===== config.mk =====
export PLATFORM = sky130hd
export DESIGN_NAME = traffic_quota_meter
export DESIGN_NICKNAME = d
export VERILOG_FILES = /design/src/rtl/tqm_pkg.sv /design/src/rtl/tqm_accum.sv /design/src/rtl/tqm_calendar.sv /design/src/rtl/traffic_quota_meter.sv
export VERILOG_INCLUDE_DIRS = /design/src /design/src/rtl
export SDC_FILE = /design/constraint.sdc
export NUM_CORES = 1
export LEC_CHECK = 0
export BUFFER_PORTS_ARGS = -buffer_cell sky130_fd_sc_hd__buf_2
export CORE_MARGIN = 2
export CORE_UTILIZATION = 55
export DETAILED_ROUTE_END_ITERATION = 12
export GPL_ROUTABILITY_DRIVEN = 0
export PLACE_DENSITY = 0.81
export SLEW_MARGIN = 15
export SYNTH_ARGS = -nofsm -noshare
export SYNTH_HDL_FRONTEND = slang
export SYNTH_SLANG_ARGS = --single-unit

===== constraint.sdc =====
create_clock -name clk -period 6.3 [get_ports clk]
set_input_delay 0.945 -clock clk [delete_from_list [all_inputs] [get_ports clk]]
set_output_delay 0.945 -clock clk [all_outputs]
set_load 0.03 [all_outputs]

===== src/rtl/assert_macros.svh =====
// Assertion helpers shared by the RTL. Every check samples on clk and is
// disabled while rst_n is low.
`ifndef ASSERT_MACROS_SVH
`define ASSERT_MACROS_SVH

// A condition that must hold at every clock edge.
`define TQM_ASSERT_ALWAYS(lbl, cond, msg) \
    lbl: assert property (@(posedge clk) disable iff (!rst_n) (cond)) else $error(msg);

// A condition in one cycle that forces a consequence in the next cycle.
`define TQM_ASSERT_NEXT(lbl, ante, cons, msg) \
    lbl: assert property (@(posedge clk) disable iff (!rst_n) (ante) |=> (cons)) \
        else $error(msg);

`endif


===== src/rtl/tqm_pkg.sv =====
package tqm_pkg;

    localparam int UNIT_SHIFT_DEF = 20;
    localparam int BYTE_SHIFT     = 3;
    localparam logic [31:0] TOTAL_MAX = 32'hFFFF_FFFF;

    localparam logic OP_SAMPLE = 1'b0;
    localparam logic OP_TICK   = 1'b1;

    localparam logic [2:0] CFG_LIMIT_DAY      = 3'd0;
    localparam logic [2:0] CFG_LIMIT_WEEK     = 3'd1;
    localparam logic [2:0] CFG_LIMIT_MONTH    = 3'd2;
    localparam logic [2:0] CFG_RESET_MINUTE   = 3'd3;
    localparam logic [2:0] CFG_RESET_WEEKDAY  = 3'd4;
    localparam logic [2:0] CFG_RESET_MONTHDAY = 3'd5;
    localparam logic [2:0] CFG_SHAPING        = 3'd6;

    typedef enum logic [1:0] {
        EV_NONE = 2'd0,
        EV_ON   = 2'd1,
        EV_OFF  = 2'd2
    } tqm_event_t;

    typedef struct packed {
        logic [31:0] limit_day;
        logic [31:0] limit_week;
        logic [31:0] limit_month;
        logic [10:0] reset_minute;
        logic [2:0]  reset_weekday;
        logic [4:0]  reset_monthday;
        logic        shaping_enabled;
    } tqm_cfg_t;

    typedef struct packed {
        logic [31:0] day;
        logic [31:0] week;
        logic [31:0] month;
    } tqm_totals_t;

    typedef struct packed {
        logic day_cleared;
        logic week_cleared;
        logic month_cleared;
        logic armed;
        logic active;
    } tqm_flags_t;

    function automatic logic [31:0] sat_add(input logic [31:0] a, input logic [31:0] b);
        logic [32:0] s;
        s = {1'b0, a} + {1'b0, b};
        return s[32] ? TOTAL_MAX : s[31:0];
    endfunction

endpackage


===== src/rtl/tqm_accum.sv =====
module tqm_accum #(
    parameter int UNIT_SHIFT = tqm_pkg::UNIT_SHIFT_DEF
) (
    input  tqm_pkg::tqm_cfg_t    cfg,
    input  logic [UNIT_SHIFT-1:0] remainder,
    input  logic [31:0]           traffic_bits,
    input  tqm_pkg::tqm_totals_t totals,
    output logic [UNIT_SHIFT-1:0] remainder_next,
    output tqm_pkg::tqm_totals_t totals_next
);
    import tqm_pkg::*;

    localparam int BYTES_W = 32 - BYTE_SHIFT;
    localparam int SUM_W   = ((UNIT_SHIFT > BYTES_W) ? UNIT_SHIFT : BYTES_W) + 1;

    logic [SUM_W-1:0] sum;
    logic [31:0]      units;

    assign sum            = SUM_W'(remainder) + SUM_W'(traffic_bits[31:BYTE_SHIFT]);
    assign units          = 32'(sum >> UNIT_SHIFT);
    assign remainder_next = sum[UNIT_SHIFT-1:0];

    // A disabled counter keeps its total.
    always_comb
    begin
        totals_next = totals;
        if (|cfg.limit_day)
        begin
            totals_next.day = sat_add(totals.day, units);
        end
        if (|cfg.limit_week)
        begin
            totals_next.week = sat_add(totals.week, units);
        end
        if (|cfg.limit_month)
        begin
            totals_next.month = sat_add(totals.month, units);
        end
    end

endmodule


===== src/rtl/tqm_calendar.sv =====
module tqm_calendar (
    input  tqm_pkg::tqm_cfg_t     cfg,
    input  logic [10:0]            minute_of_day,
    input  logic [2:0]             weekday,
    input  logic [4:0]             day_of_month,
    input  logic                   last_day_of_month,
    input  tqm_pkg::tqm_totals_t  totals,
    input  tqm_pkg::tqm_flags_t   flags,
    output tqm_pkg::tqm_totals_t  totals_next,
    output tqm_pkg::tqm_flags_t   flags_next,
    output tqm_pkg::tqm_event_t   event_code
);
    import tqm_pkg::*;

    logic armed;
    logic month_hit;
    logic over;

    assign armed = flags.armed | (|cfg.limit_day) | (|cfg.limit_week) | (|cfg.limit_month);

    // A short month clears on its last day when the configured day never comes.
    assign month_hit = (day_of_month == cfg.reset_monthday) ||
                       (last_day_of_month && (day_of_month < cfg.reset_monthday));

    always_comb
    begin
        totals_next      = totals;
        flags_next       = flags;
        flags_next.armed = armed;
        event_code       = EV_NONE;
        over             = 1'b0;
        if (armed && cfg.shaping_enabled)
        begin
            if (|cfg.limit_day)
            begin
                if (minute_of_day == cfg.reset_minute)
                begin
                    if (!flags.day_cleared)
                    begin
                        totals_next.day        = '0;
                        flags_next.day_cleared = 1'b1;
                    end
                end
                else
                begin
                    flags_next.day_cleared = 1'b0;
                end
            end
            if (|cfg.limit_week)
            begin
                if (weekday == cfg.reset_weekday)
                begin
                    if (!flags.week_cleared)
                    begin
                        totals_next.week        = '0;
                        flags_next.week_cleared = 1'b1;
                    end
                end
                else
                begin
                    flags_next.week_cleared = 1'b0;
                end
            end
            if (|cfg.limit_month)
            begin
                if (month_hit)
                begin
                    if (!flags.month_cleared)
                    begin
                        totals_next.month        = '0;
                        flags_next.month_cleared = 1'b1;
                    end
                end
                else
                begin
                    flags_next.month_cleared = 1'b0;
                end
            end

            // The compare sees the totals after this tick's clears.
            over = ((|cfg.limit_day)   && (totals_next.day   > cfg.limit_day))   ||
                   ((|cfg.limit_week)  && (totals_next.week  > cfg.limit_week))  ||
                   ((|cfg.limit_month) && (totals_next.month > cfg.limit_month));
            if (over && !flags.active)
            begin
                flags_next.active = 1'b1;
                event_code        = EV_ON;
            end
            else if (!over && flags.active)
            begin
                flags_next.active = 1'b0;
                event_code        = EV_OFF;
            end
        end
    end

endmodule


===== src/rtl/traffic_quota_meter.sv =====
// Channel   Direction  Handshake            Payload
// cfg       in         cfg_we               cfg_index, cfg_data
// in        in         in_valid / in_stall  opcode, traffic_bits, calendar fields
// out       out        out_valid / out_stall event_res, over_quota, totals
//
// One word is accepted per cycle while in_stall is low.
// The input register feeds combinational add, clear and compare logic into the
// result register, so a new word can enter every cycle while the output is free.
// A stalled output holds its word; the input register then fills and in_stall rises.
// Reset clears all totals, flags and handshake state and loads the register defaults.
module traffic_quota_meter #(
    parameter int UNIT_SHIFT = tqm_pkg::UNIT_SHIFT_DEF
) (
    input  logic        clk,
    input  logic        rst_n,
    input  logic        cfg_we,
    input  logic [2:0]  cfg_index,
    input  logic [31:0] cfg_data,
    input  logic        in_valid,
    output logic        in_stall,
    input  logic        opcode,
    input  logic [31:0] traffic_bits,
    input  logic [10:0] minute_of_day,
    input  logic [2:0]  weekday,
    input  logic [4:0]  day_of_month,
    input  logic        last_day_of_month,
    output logic        out_valid,
    input  logic        out_stall,
    output logic [1:0]  event_res,
    output logic        over_quota,
    output logic [31:0] day_total,
    output logic [31:0] week_total,
    output logic [31:0] month_total
);
    import tqm_pkg::*;

    `include "assert_macros.svh"

    tqm_cfg_t              cfg_reg;
    logic                  in_valid_reg;
    logic                  opcode_reg;
    logic [31:0]           traffic_bits_reg;
    logic [10:0]           minute_reg;
    logic [2:0]            weekday_reg;
    logic [4:0]            mday_reg;
    logic                  last_day_reg;
    logic [UNIT_SHIFT-1:0] remainder_reg;
    tqm_totals_t           totals_reg;
    tqm_flags_t            flags_reg;
    logic                  out_valid_reg;
    tqm_event_t            event_reg;
    logic                  over_reg;
    tqm_totals_t           out_totals_reg;

    logic                  out_free;
    logic                  advance;
    logic                  accept;
    logic [UNIT_SHIFT-1:0] remainder_next;
    tqm_totals_t           acc_totals;
    tqm_totals_t           cal_totals;
    tqm_flags_t            cal_flags;
    tqm_event_t            cal_event;
    tqm_totals_t           totals_next;
    tqm_flags_t            flags_next;
    tqm_event_t            event_next;
    logic                  edge_agrees;
    logic                  tick_advance;
    logic                  day_frozen;

    assign out_free = !out_valid_reg || !out_stall;
    assign advance  = in_valid_reg && out_free;
    assign in_stall = in_valid_reg && !out_free;
    assign accept   = in_valid && !in_stall;

    always_ff @(posedge clk or negedge rst_n)
    begin
        if (!rst_n)
        begin
            cfg_reg.limit_day       <= '0;
            cfg_reg.limit_week      <= '0;
            cfg_reg.limit_month     <= '0;
            cfg_reg.reset_minute    <= '0;
            cfg_reg.reset_weekday   <= 3'd1;
            cfg_reg.reset_monthday  <= 5'd1;
            cfg_reg.shaping_enabled <= 1'b0;
        end
        else if (cfg_we)
        begin
            case (cfg_index)
                CFG_LIMIT_DAY:      cfg_reg.limit_day       <= cfg_data;
                CFG_LIMIT_WEEK:     cfg_reg.limit_week      <= cfg_data;
                CFG_LIMIT_MONTH:    cfg_reg.limit_month     <= cfg_data;
                CFG_RESET_MINUTE:   cfg_reg.reset_minute    <= cfg_data[10:0];
                CFG_RESET_WEEKDAY:  cfg_reg.reset_weekday   <= cfg_data[2:0];
                CFG_RESET_MONTHDAY: cfg_reg.reset_monthday  <= cfg_data[4:0];
                CFG_SHAPING:        cfg_reg.shaping_enabled <= cfg_data[0];
                default:            ;
            endcase
        end
    end

    always_ff @(posedge clk or negedge rst_n)
    begin
        if (!rst_n)
        begin
            in_valid_reg <= 1'b0;
        end
        else
        begin
            in_valid_reg <= accept || (in_valid_reg && !advance);
        end
    end

    always_ff @(posedge clk)
    begin
        if (accept)
        begin
            opcode_reg       <= opcode;
            traffic_bits_reg <= traffic_bits;
            minute_reg       <= minute_of_day;
            weekday_reg      <= weekday;
            mday_reg         <= day_of_month;
            last_day_reg     <= last_day_of_month;
        end
    end

    tqm_accum #(
        .UNIT_SHIFT(UNIT_SHIFT)
    ) u_accum (
        .cfg            (cfg_reg),
        .remainder      (remainder_reg),
        .traffic_bits   (traffic_bits_reg),
        .totals         (totals_reg),
        .remainder_next (remainder_next),
        .totals_next    (acc_totals)
    );

    tqm_calendar u_calendar (
        .cfg               (cfg_reg),
        .minute_of_day     (minute_reg),
        .weekday           (weekday_reg),
        .day_of_month      (mday_reg),
        .last_day_of_month (last_day_reg),
        .totals            (totals_reg),
        .flags             (flags_reg),
        .totals_next       (cal_totals),
        .flags_next        (cal_flags),
        .event_code        (cal_event)
    );

    always_comb
    begin
        if (opcode_reg == OP_TICK)
        begin
            totals_next = cal_totals;
            flags_next  = cal_flags;
            event_next  = cal_event;
        end
        else
        begin
            totals_next = acc_totals;
            flags_next  = flags_reg;
            event_next  = EV_NONE;
        end
    end

    always_ff @(posedge clk or negedge rst_n)
    begin
        if (!rst_n)
        begin
            remainder_reg <= '0;
            totals_reg    <= '0;
            flags_reg     <= '0;
            out_valid_reg <= 1'b0;
        end
        else
        begin
            if (advance)
            begin
                if (opcode_reg == OP_SAMPLE)
                begin
                    remainder_reg <= remainder_next;
                end
                totals_reg <= totals_next;
                flags_reg  <= flags_next;
            end
            out_valid_reg <= advance || (out_valid_reg && out_stall);
        end
    end

    always_ff @(posedge clk)
    begin
        if (advance)
        begin
            event_reg      <= event_next;
            over_reg       <= flags_next.active;
            out_totals_reg <= totals_next;
        end
    end

    assign out_valid   = out_valid_reg;
    assign event_res   = event_reg;
    assign over_quota  = over_reg;
    assign day_total   = out_totals_reg.day;
    assign week_total  = out_totals_reg.week;
    assign month_total = out_totals_reg.month;

    assign edge_agrees  = (event_reg != EV_ON || over_reg) && (event_reg != EV_OFF || !over_reg);
    assign tick_advance = advance && (opcode_reg == OP_TICK);
    assign day_frozen   = (cfg_reg.limit_day == '0) && !cfg_we;

    `TQM_ASSERT_ALWAYS(a_event_matches_flag, !out_valid_reg || edge_agrees, "edge vs flag")
    `TQM_ASSERT_NEXT(a_armed_sticky, flags_reg.armed, flags_reg.armed, "armed flag dropped")
    `TQM_ASSERT_NEXT(a_active_only_on_tick, !tick_advance, $stable(flags_reg.active), "no tick")
    `TQM_ASSERT_NEXT(a_disabled_day_holds, day_frozen, $stable(totals_reg.day), "day moved")

endmodule


Word-level counts from Yosys, hierarchy flattened
Cells that the tools add are included.
- register bits after elaboration: 391
- bits of input ports: 93
- $add $sub $neg: 4
- order comparisons: 4
- eq/ne operators: 9
- mux-type cells: 29
- bitwise operators: 5
- reduce and logical (&&, ||, !) cells: 43
- operators with widths (kind ; count):
    32-bit two-way mux ; 18
    96-bit two-way mux ; 2
    32-bit by 10-bit adder with 33-bit output ; 3
    32-bit greater-than comparator ; 3
    32-bit OR reduction ; 3
    20-bit by 29-bit adder with 30-bit output ; 1
    2-bit AND reduction ; 10
    1-bit logical AND ; 12
    4-bit AND reduction ; 3
    11-bit == test ; 1
    3-bit == test (second input constant) ; 3
    1-bit two-way mux ; 8
    1-bit zero test ; 7
    3-bit by 2-bit == test with 1-bit output (second input constant) ; 2
    1-bit logical OR ; 6
    5-bit == test ; 1
    5-bit < comparator ; 1
    3-bit by 1-bit == test with 1-bit output (second input constant) ; 1
    3-bit == test ; 1
    3-bit zero test ; 1
    1-bit OR ; 3
    3-bit OR reduction ; 1
    2-bit two-way mux ; 1
    1-bit inverter ; 2

Logic depth before layout (Yosys ltp)
Gate-level depths: netlist of the first run.
- word-level depth: 16
- gate-level depth with buffers: 21

Cells and area by module
Synthesis of the first run repeated with hierarchy kept, for this count alone.
- cells, all modules: 2129
- area, all modules: 23959.2 um^2
- modules (own cells, without submodules) (module ; times used ; cells an instance ; area an instance (um^2)):
    traffic_quota_meter ; 1 ; 778 ; 14687.8
    tqm_accum ; 1 ; 709 ; 4849.7
    tqm_calendar ; 1 ; 642 ; 4421.7

Worst setup path after synthesis of the first run
Ideal clock, no wire load.
- path kind: input to register
- start point: input port out_stall
- end point: register flags_reg[0] (netlist name)
- library setup time: 125 ps
- data arrival time: 5318 ps
- required time: 6175 ps
- slack: 858 ps
- stages: 7
- cells stage by stage: nand2_1 -> nand2_1 -> inv_1 -> buf_1 -> nand3_1 -> nor2_1 -> mux2_2
- cells in the longest elaborated chain, start to end: 3
- RTL lines (element ; line ; RTL):
    start: declaration ; traffic_quota_meter.sv:28 ; input logic out_stall,
    1-bit zero test ; traffic_quota_meter.sv:70 ; assign out_free = !out_valid_reg || !out_stall;
    1-bit logical OR ; traffic_quota_meter.sv:70 ;
    1-bit logical AND ; traffic_quota_meter.sv:71 ; assign advance = in_valid_reg && out_free;
    via advance ; traffic_quota_meter.sv:56 ; logic advance;
    end signal: assignment ; traffic_quota_meter.sv:185 ; flags_reg <= flags_next;
    end: declaration ; traffic_quota_meter.sv:49 ; tqm_flags_t flags_reg;
The timed path passes the listed nets, and every way through them passes these cells.
A chain may end at the register's enable or synchronous reset.

==> out/results.ini, run 1 <==
[status]
outcome = finished clean

[setup_path]
rrSetupSlack_ns = 0.38
crit_fanout = 8
r2r-start = remainder_reg[0]
rr_worst_depth = 19
cp-end-kind = register
timing.rr.end = day_total[13]
worstSetupPathType = register to register
cp_data_required_time_ns = 6.63
crit_arrival_ns = 6.25
crit_path_start_kind = register

[clock_tree]
hold_buffers = 0
clk_pin_slew_ns = 0.06
cts_max_level = 2
cts_buffer_depth = 3
cts_sinks = 388
cts_tree = yes
cts_buffers = 42
root_buffer = clkbuf_16
clkLatencyLatePin_ns = 0.59

[timing]
rsz0062_at_grt = no
setup_viol = 0
drv_slew = 0
slew_headroom = 0.196
fmax_ghz = 0.169
worst_slew_pin_slew_ns = 1.20
hold_violations = 0
min_period_ns = 5.92
fin_worst_skew_ns = 0.0293
fin_crit_sh = 0.940
setup_tns_ns = 0

[synthesis]
synth-seq-area-share = 0.456
synth-main-ff-cell = dfrtp_1
syn_nets = 2710
yosysWarnings = 0
async_reset_ff_frac = 0.616
syn_avg_cell_area_um2 = 9.32
synth_area_um2 = 22900
synthCells = 2462
synth_seq_cells = 388
ys_types = 92
synth_edf_count = 149

[placed_design]
dpl.hpwl_um = 48300
port_buffers = 190

[global_routing]
grt.busiest_layer = met2
grt_pass1_vias = 19800
grt_pass1_wl_um = 108000
grt_util_met3 = 0.0631
use_met1 = 0.392
grt_overflow = 0
grt_max_degree = 149
use_met2 = 0.499
antenna_found_initial = 9
grt_use_total = 0.316

[final_layout]
register_area_um2 = 10500
fin_nets = 2867
most-common-layout-cells = o21ai_0 (304), nand2_1 (293), dfrtp_1 (237)
layout_commonest_cell = o21ai_0
fin_util = 0.633
multi_input_area_um2 = 11500
largest_reg_flops = 116
drive_gt1_frac = 0.144
fill_cells = 3206
syn_to_final_growth_pct = 13.1

[pwr]
powerDensity_nw_per_um2 = 360
p_leak_nw = 11.3
p_switching_mw = 3.46
netSwitchingFraction = 0.370
comb_power_share = 0.358
p_clk_frac = 0.270
peakVddDrop_mv = 0.271
intPower_mw = 5.89
seq_power_share = 0.372

[routing]
drt_pass1_iterations = 6
routed_via_density = 6.36
wl_per_cell_um = 21.5
route.detailed.drc = 0
postRouteAntennaNets = 0
vias = 20300
drt_iter0_drc = 2315
wl_um = 68700

[floorplan]
die_w_um = 208
fp-row-count = 74
core_um2 = 41000
ios = 194
start_util = 0.559
dieArea_um2 = 43400
dieHeight_um = 208

[min_path]
hold_class = input port to asynchronous set/reset pin

[job]
drv_cap = 0

[cell type report]
| class | instances | share of cell area |
|---|---|---|
| diodes | 7 | 0.000675 |
| clock buffers | 62 | 0.0482 |
| clock inverters | 16 | 0.00579 |
| inverters | 140 | 0.0203 |
| multi-input cells | 1803 | 0.442 |
| flip-flops and latches | 388 | 0.403 |
| well taps | 532 | 0.0256 |
| repair buffers | 244 | 0.0541 |
[how the worst max path moves through the flow]
stage | depth (start not counted) | from | slack [ns] | to
finish | 19 | remainder_reg[0] | 0.38 | day_total[13]
floorplan | 7 | out_stall | 0.86 | flags_reg[0]
detailed placement | 19 | remainder_reg[0] | 0.33 | day_total[13]
global route | 22 | remainder_reg[0] | 0.04 | week_total[18]
global placement | 19 | remainder_reg[0] | 0.47 | day_total[13]
CTS | 19 | remainder_reg[0] | 0.28 | day_total[13]
[critical path, cell delays in order (launching register included)]
cell	delay [ns]
dfrtp_1	0.35
ha_1	0.22
fa_1	0.26
a211oi_1	0.11
o21bai_1	0.22
o22ai_1	0.19
o21ai_0	0.33
a21oi_1	0.17
a311oi_2	0.54
nand3_1	0.18
xnor2_1	0.70
ha_1	0.41
o21a_1	0.13
o21a_1	0.20
o211ai_1	0.25
nand2b_1	0.38
a21oi_1	0.13
nand2_1	0.33
o21ai_0	0.20
a221o_1	0.33
[logic make-up (layout without fill, tap and decap cells)]
| family | Yosys count | after routing | share of synthesized area |
|---|---|---|---|
| DFF | 388 | 388 | 0.456 |
| muxes | 37 | 37 | 0.0175 |
| AOI/OAI and AO/OA | 755 | 755 | 0.200 |
| adders and majority gates | 155 | 155 | 0.0858 |
| other | 0 | 7 | 0 |
| buffers and inverters | 271 | 462 | 0.0466 |
| and+or+nand+nor | 800 | 800 | 0.173 |
| xor gates and xnor gates | 56 | 56 | 0.0214 |
[cells in the mapped netlist, types with 12 or more instances]
library cell	n	share of area
a211oi_1	15	0.0049
a21o_1	23	0.0075
a21oi_1	161	0.035
a22o_1	15	0.0057
a31oi_1	43	0.012
and2_1	45	0.012
and3_1	31	0.0085
and4_1	12	0.0046
buf_2	18	0.0039
clkbuf_1	101	0.017
dfrtp_1	237	0.26
edfxtp_1	149	0.19
ha_1	151	0.082
inv_1	140	0.023
mux2_2	25	0.012
mux2i_1	12	0.0052
nand2_1	294	0.048
nand2b_1	18	0.0049
nand3_1	75	0.016
nand4_1	30	0.0082
nor2_1	126	0.021
nor2b_1	56	0.015
nor3_1	31	0.0068
nor4_1	32	0.0087
o211ai_1	14	0.0046
o21a_1	33	0.011
o21ai_0	304	0.066
o22ai_1	13	0.0035
o31ai_1	16	0.0052
xnor2_1	34	0.013
xor2_1	22	0.0084
[per-stage QoR]
stage	worst slack (ns)	instances	hold WS, ns	power [mW]	area [um^2]
5_1_grt	0.0404	3192	0.517	9.89	26000
4_1_cts	0.277	3185	0.491	9.29	25900
2_1_floorplan	0.858	2462	0.442	5.77	22900
3_5_place_dp	0.325	3107	0.478	6.75	24500
6_report	0.380	3192	0.489	9.35	26000
3_3_place_gp	0.472	3107	0.450	6.59	24500
[power by group through the flow]
stage | Clock [mW] | Combinational [mW] | Sequential (mW)
3_3_place_gp | 0 | 3.11 | 3.48
6_report | 2.52 | 3.35 | 3.48
3_5_place_dp | 0 | 3.25 | 3.51
2_1_floorplan | 0 | 2.18 | 3.58
4_1_cts | 2.54 | 3.28 | 3.47
5_1_grt | 2.65 | 3.71 | 3.53
[layer usage]
| layer | wire, um | share of wire |
|---|---|---|
| met5 | 0 | 0 |
| met3 | 6610 | 0.096 |
| met2 | 31400 | 0.46 |
| met4 | 4930 | 0.072 |
| met1 | 25800 | 0.37 |
[repair_timing]
item,4_1_cts,5_1_grt
endpoints found under the hold margin,0,0
buffers inserted,0,0
setup endpoints to repair,0,20
resized for setup,0,2
Note: power is estimated with default switching activity, not from simulation.
==> run 2: changes to the inputs <==
--- a/config.mk
+++ b/config.mk
@@ -12,6 +12,7 @@
 export DETAILED_ROUTE_END_ITERATION = 12
 export GPL_ROUTABILITY_DRIVEN = 0
 export PLACE_DENSITY = 0.81
+export SETUP_SLACK_MARGIN = 0.4
 export SLEW_MARGIN = 15
 export SYNTH_ARGS = -nofsm -noshare
 export SYNTH_HDL_FRONTEND = slang
==> constraint.sdc (replaced) <==
create_clock -name clk -period 6.5 [get_ports clk]
set_input_delay 0.975 -clock clk [delete_from_list [all_inputs] [get_ports clk]]
set_output_delay 0.975 -clock clk [all_outputs]
set_load 0.03 [all_outputs]
==> out/results.ini, run 2 (synthesized netlist as in run 1, its figures left out) <==
[clock_tree]
cts_max_level = 2
hold_buffers = 0
post-cts-setup-buffer-count = 0
clk_pin_slew_ns = 0.06
cts_buffers = 42
cts_buffer_depth = 3
root_buffer = clkbuf_16
cts_tree = yes
cts_resized = 0
cts_sinks = 388
clkLatencyLatePin_ns = 0.61

[global_routing]
grt_pass1_wl_um = 109000
grt_max_degree = 148
antenna_found_initial = 10
grt_pass1_vias = 20200
grt_use_total = 0.319
grt_overflow = 0

[placed_design]
dpl.hpwl_um = 49000
port_buffers = 190

[floorplan]
dieArea_um2 = 43400
core_um2 = 41000
die_w_um = 208
dieHeight_um = 208
start_util = 0.559
fp-row-count = 74
ios = 194

[routing]
postRouteAntennaNets = 0
drt_pass1_iterations = 6
drt_iter0_drc = 2398
maxUsedRoutingLayer = met4
wl_per_cell_um = 21.6
routed_via_density = 6.39
wl_met3_um = 6620
wl_met1_um = 25400
dr_wl_met2_um = 32000
vias = 20400
wl_um = 69100
route.detailed.drc = 0

[pwr]
powerDensity_nw_per_um2 = 354
p_leak_nw = 11.3
peakVddDrop_mv = 0.364

[timing]
rsz0062_at_grt = no
setup_tns_ns = 0
fin_worst_skew_ns = 0.0236
fmax_ghz = 0.170
worst_slew_pin_slew_ns = 1.24
min_period_ns = 5.89
fin_crit_sh = 0.906
drv_slew = 0
hold_violations = 0
slew_headroom = 0.168
hold_ws_ns = 0.445
setup_viol = 0

[final_layout]
fin_nets = 2866
register_area_um2 = 10500
syn_to_final_growth_pct = 13.4
drive_gt1_frac = 0.146
layout_commonest_cell = o21ai_0
largest_reg_flops = 116
most-common-layout-cells = o21ai_0 (304), nand2_1 (293), dfrtp_1 (237)
multi_input_area_um2 = 11500
fill_cells = 3231
fin_util = 0.634

[job]
drv_cap = 0

[min_path]
hold_class = input port to asynchronous set/reset pin

[setup_path]
worstSetupPathType = register to register
crit_fanout = 8
r2r-start = traffic_bits_reg[9]
crit_path_start_kind = register
cp-end-kind = register
cp_data_required_time_ns = 6.81
crit_start = traffic_bits_reg[9]
crit_arrival_ns = 6.20

[status]
outcome = finished clean

run 2: critical path, stage by stage, from the launching register on:
cell      delay (ns)
edfxtp_1        0.37
ha_1            0.35
a21oi_1         0.11
a21boi_0        0.40
o22ai_2         0.18
o21ai_0         0.38
a21oi_1         0.18
a311oi_2        0.56
xor2_1          0.20
buf_4           0.20
ha_1            0.18
inv_1           0.05
fa_1            0.38
nor2b_1         0.17
o21a_1          0.17
o21ai_0         0.14
a211o_1         0.42
a21o_1          0.33
nand3_1         0.11
o21ai_0         0.11
o21ai_0         0.58
run 2: power breakdown:
part | internal [mW] | switching (mW)
combinational | 1.26 | 2.01
sequential | 3.03 | 0.352
clock | 1.50 | 1.06
run 2: final timing paths:
| check | endpoint | slack [ns] | depth (start not counted) |
|---|---|---|---|
| min reg2reg | flags_reg[1] | 0.49 | 1 |
| max | month_total[8] | 0.61 | 20 |
| max in group asynchronous | totals_reg[32] | 4.57 | 2 |
| min in group clk | flags_reg[1] | 0.49 | 1 |
| min | totals_reg[66] | 0.44 | 1 |
| max reg2reg | month_total[8] | 0.61 | 20 |
run 2: per-layer routing:
layer | GRT usage | vias to the layer above
met1 | 0.384 | 9709
li1 | - | 9254
met5 | 0 | -
met3 | 0.0678 | 298
met4 | 0.228 | 0
met2 | 0.510 | 1156
run 2: final cells by class:
| type | count | share of cell area |
|---|---|---|
| tap | 532 | 0.0256 |
| clock inverter | 20 | 0.00943 |
| clock buffer | 58 | 0.0475 |
| sequential | 388 | 0.402 |
| antenna | 9 | 0.000866 |
| inverter | 140 | 0.0203 |
| timing repair buffer | 243 | 0.0527 |
| multi-input combinational | 1803 | 0.442 |
run 2: metrics by stage:
step,instances,setup WS [ns],total power [mW],cell area [um^2]
CTS,3184,0.406,9.14,26000
finish,3193,0.614,9.21,26000
global route,3193,0.341,9.69,26000
floorplan,2462,1.03,5.59,22900
global placement,3106,0.642,6.37,24500
detailed placement,3106,0.492,6.55,24500
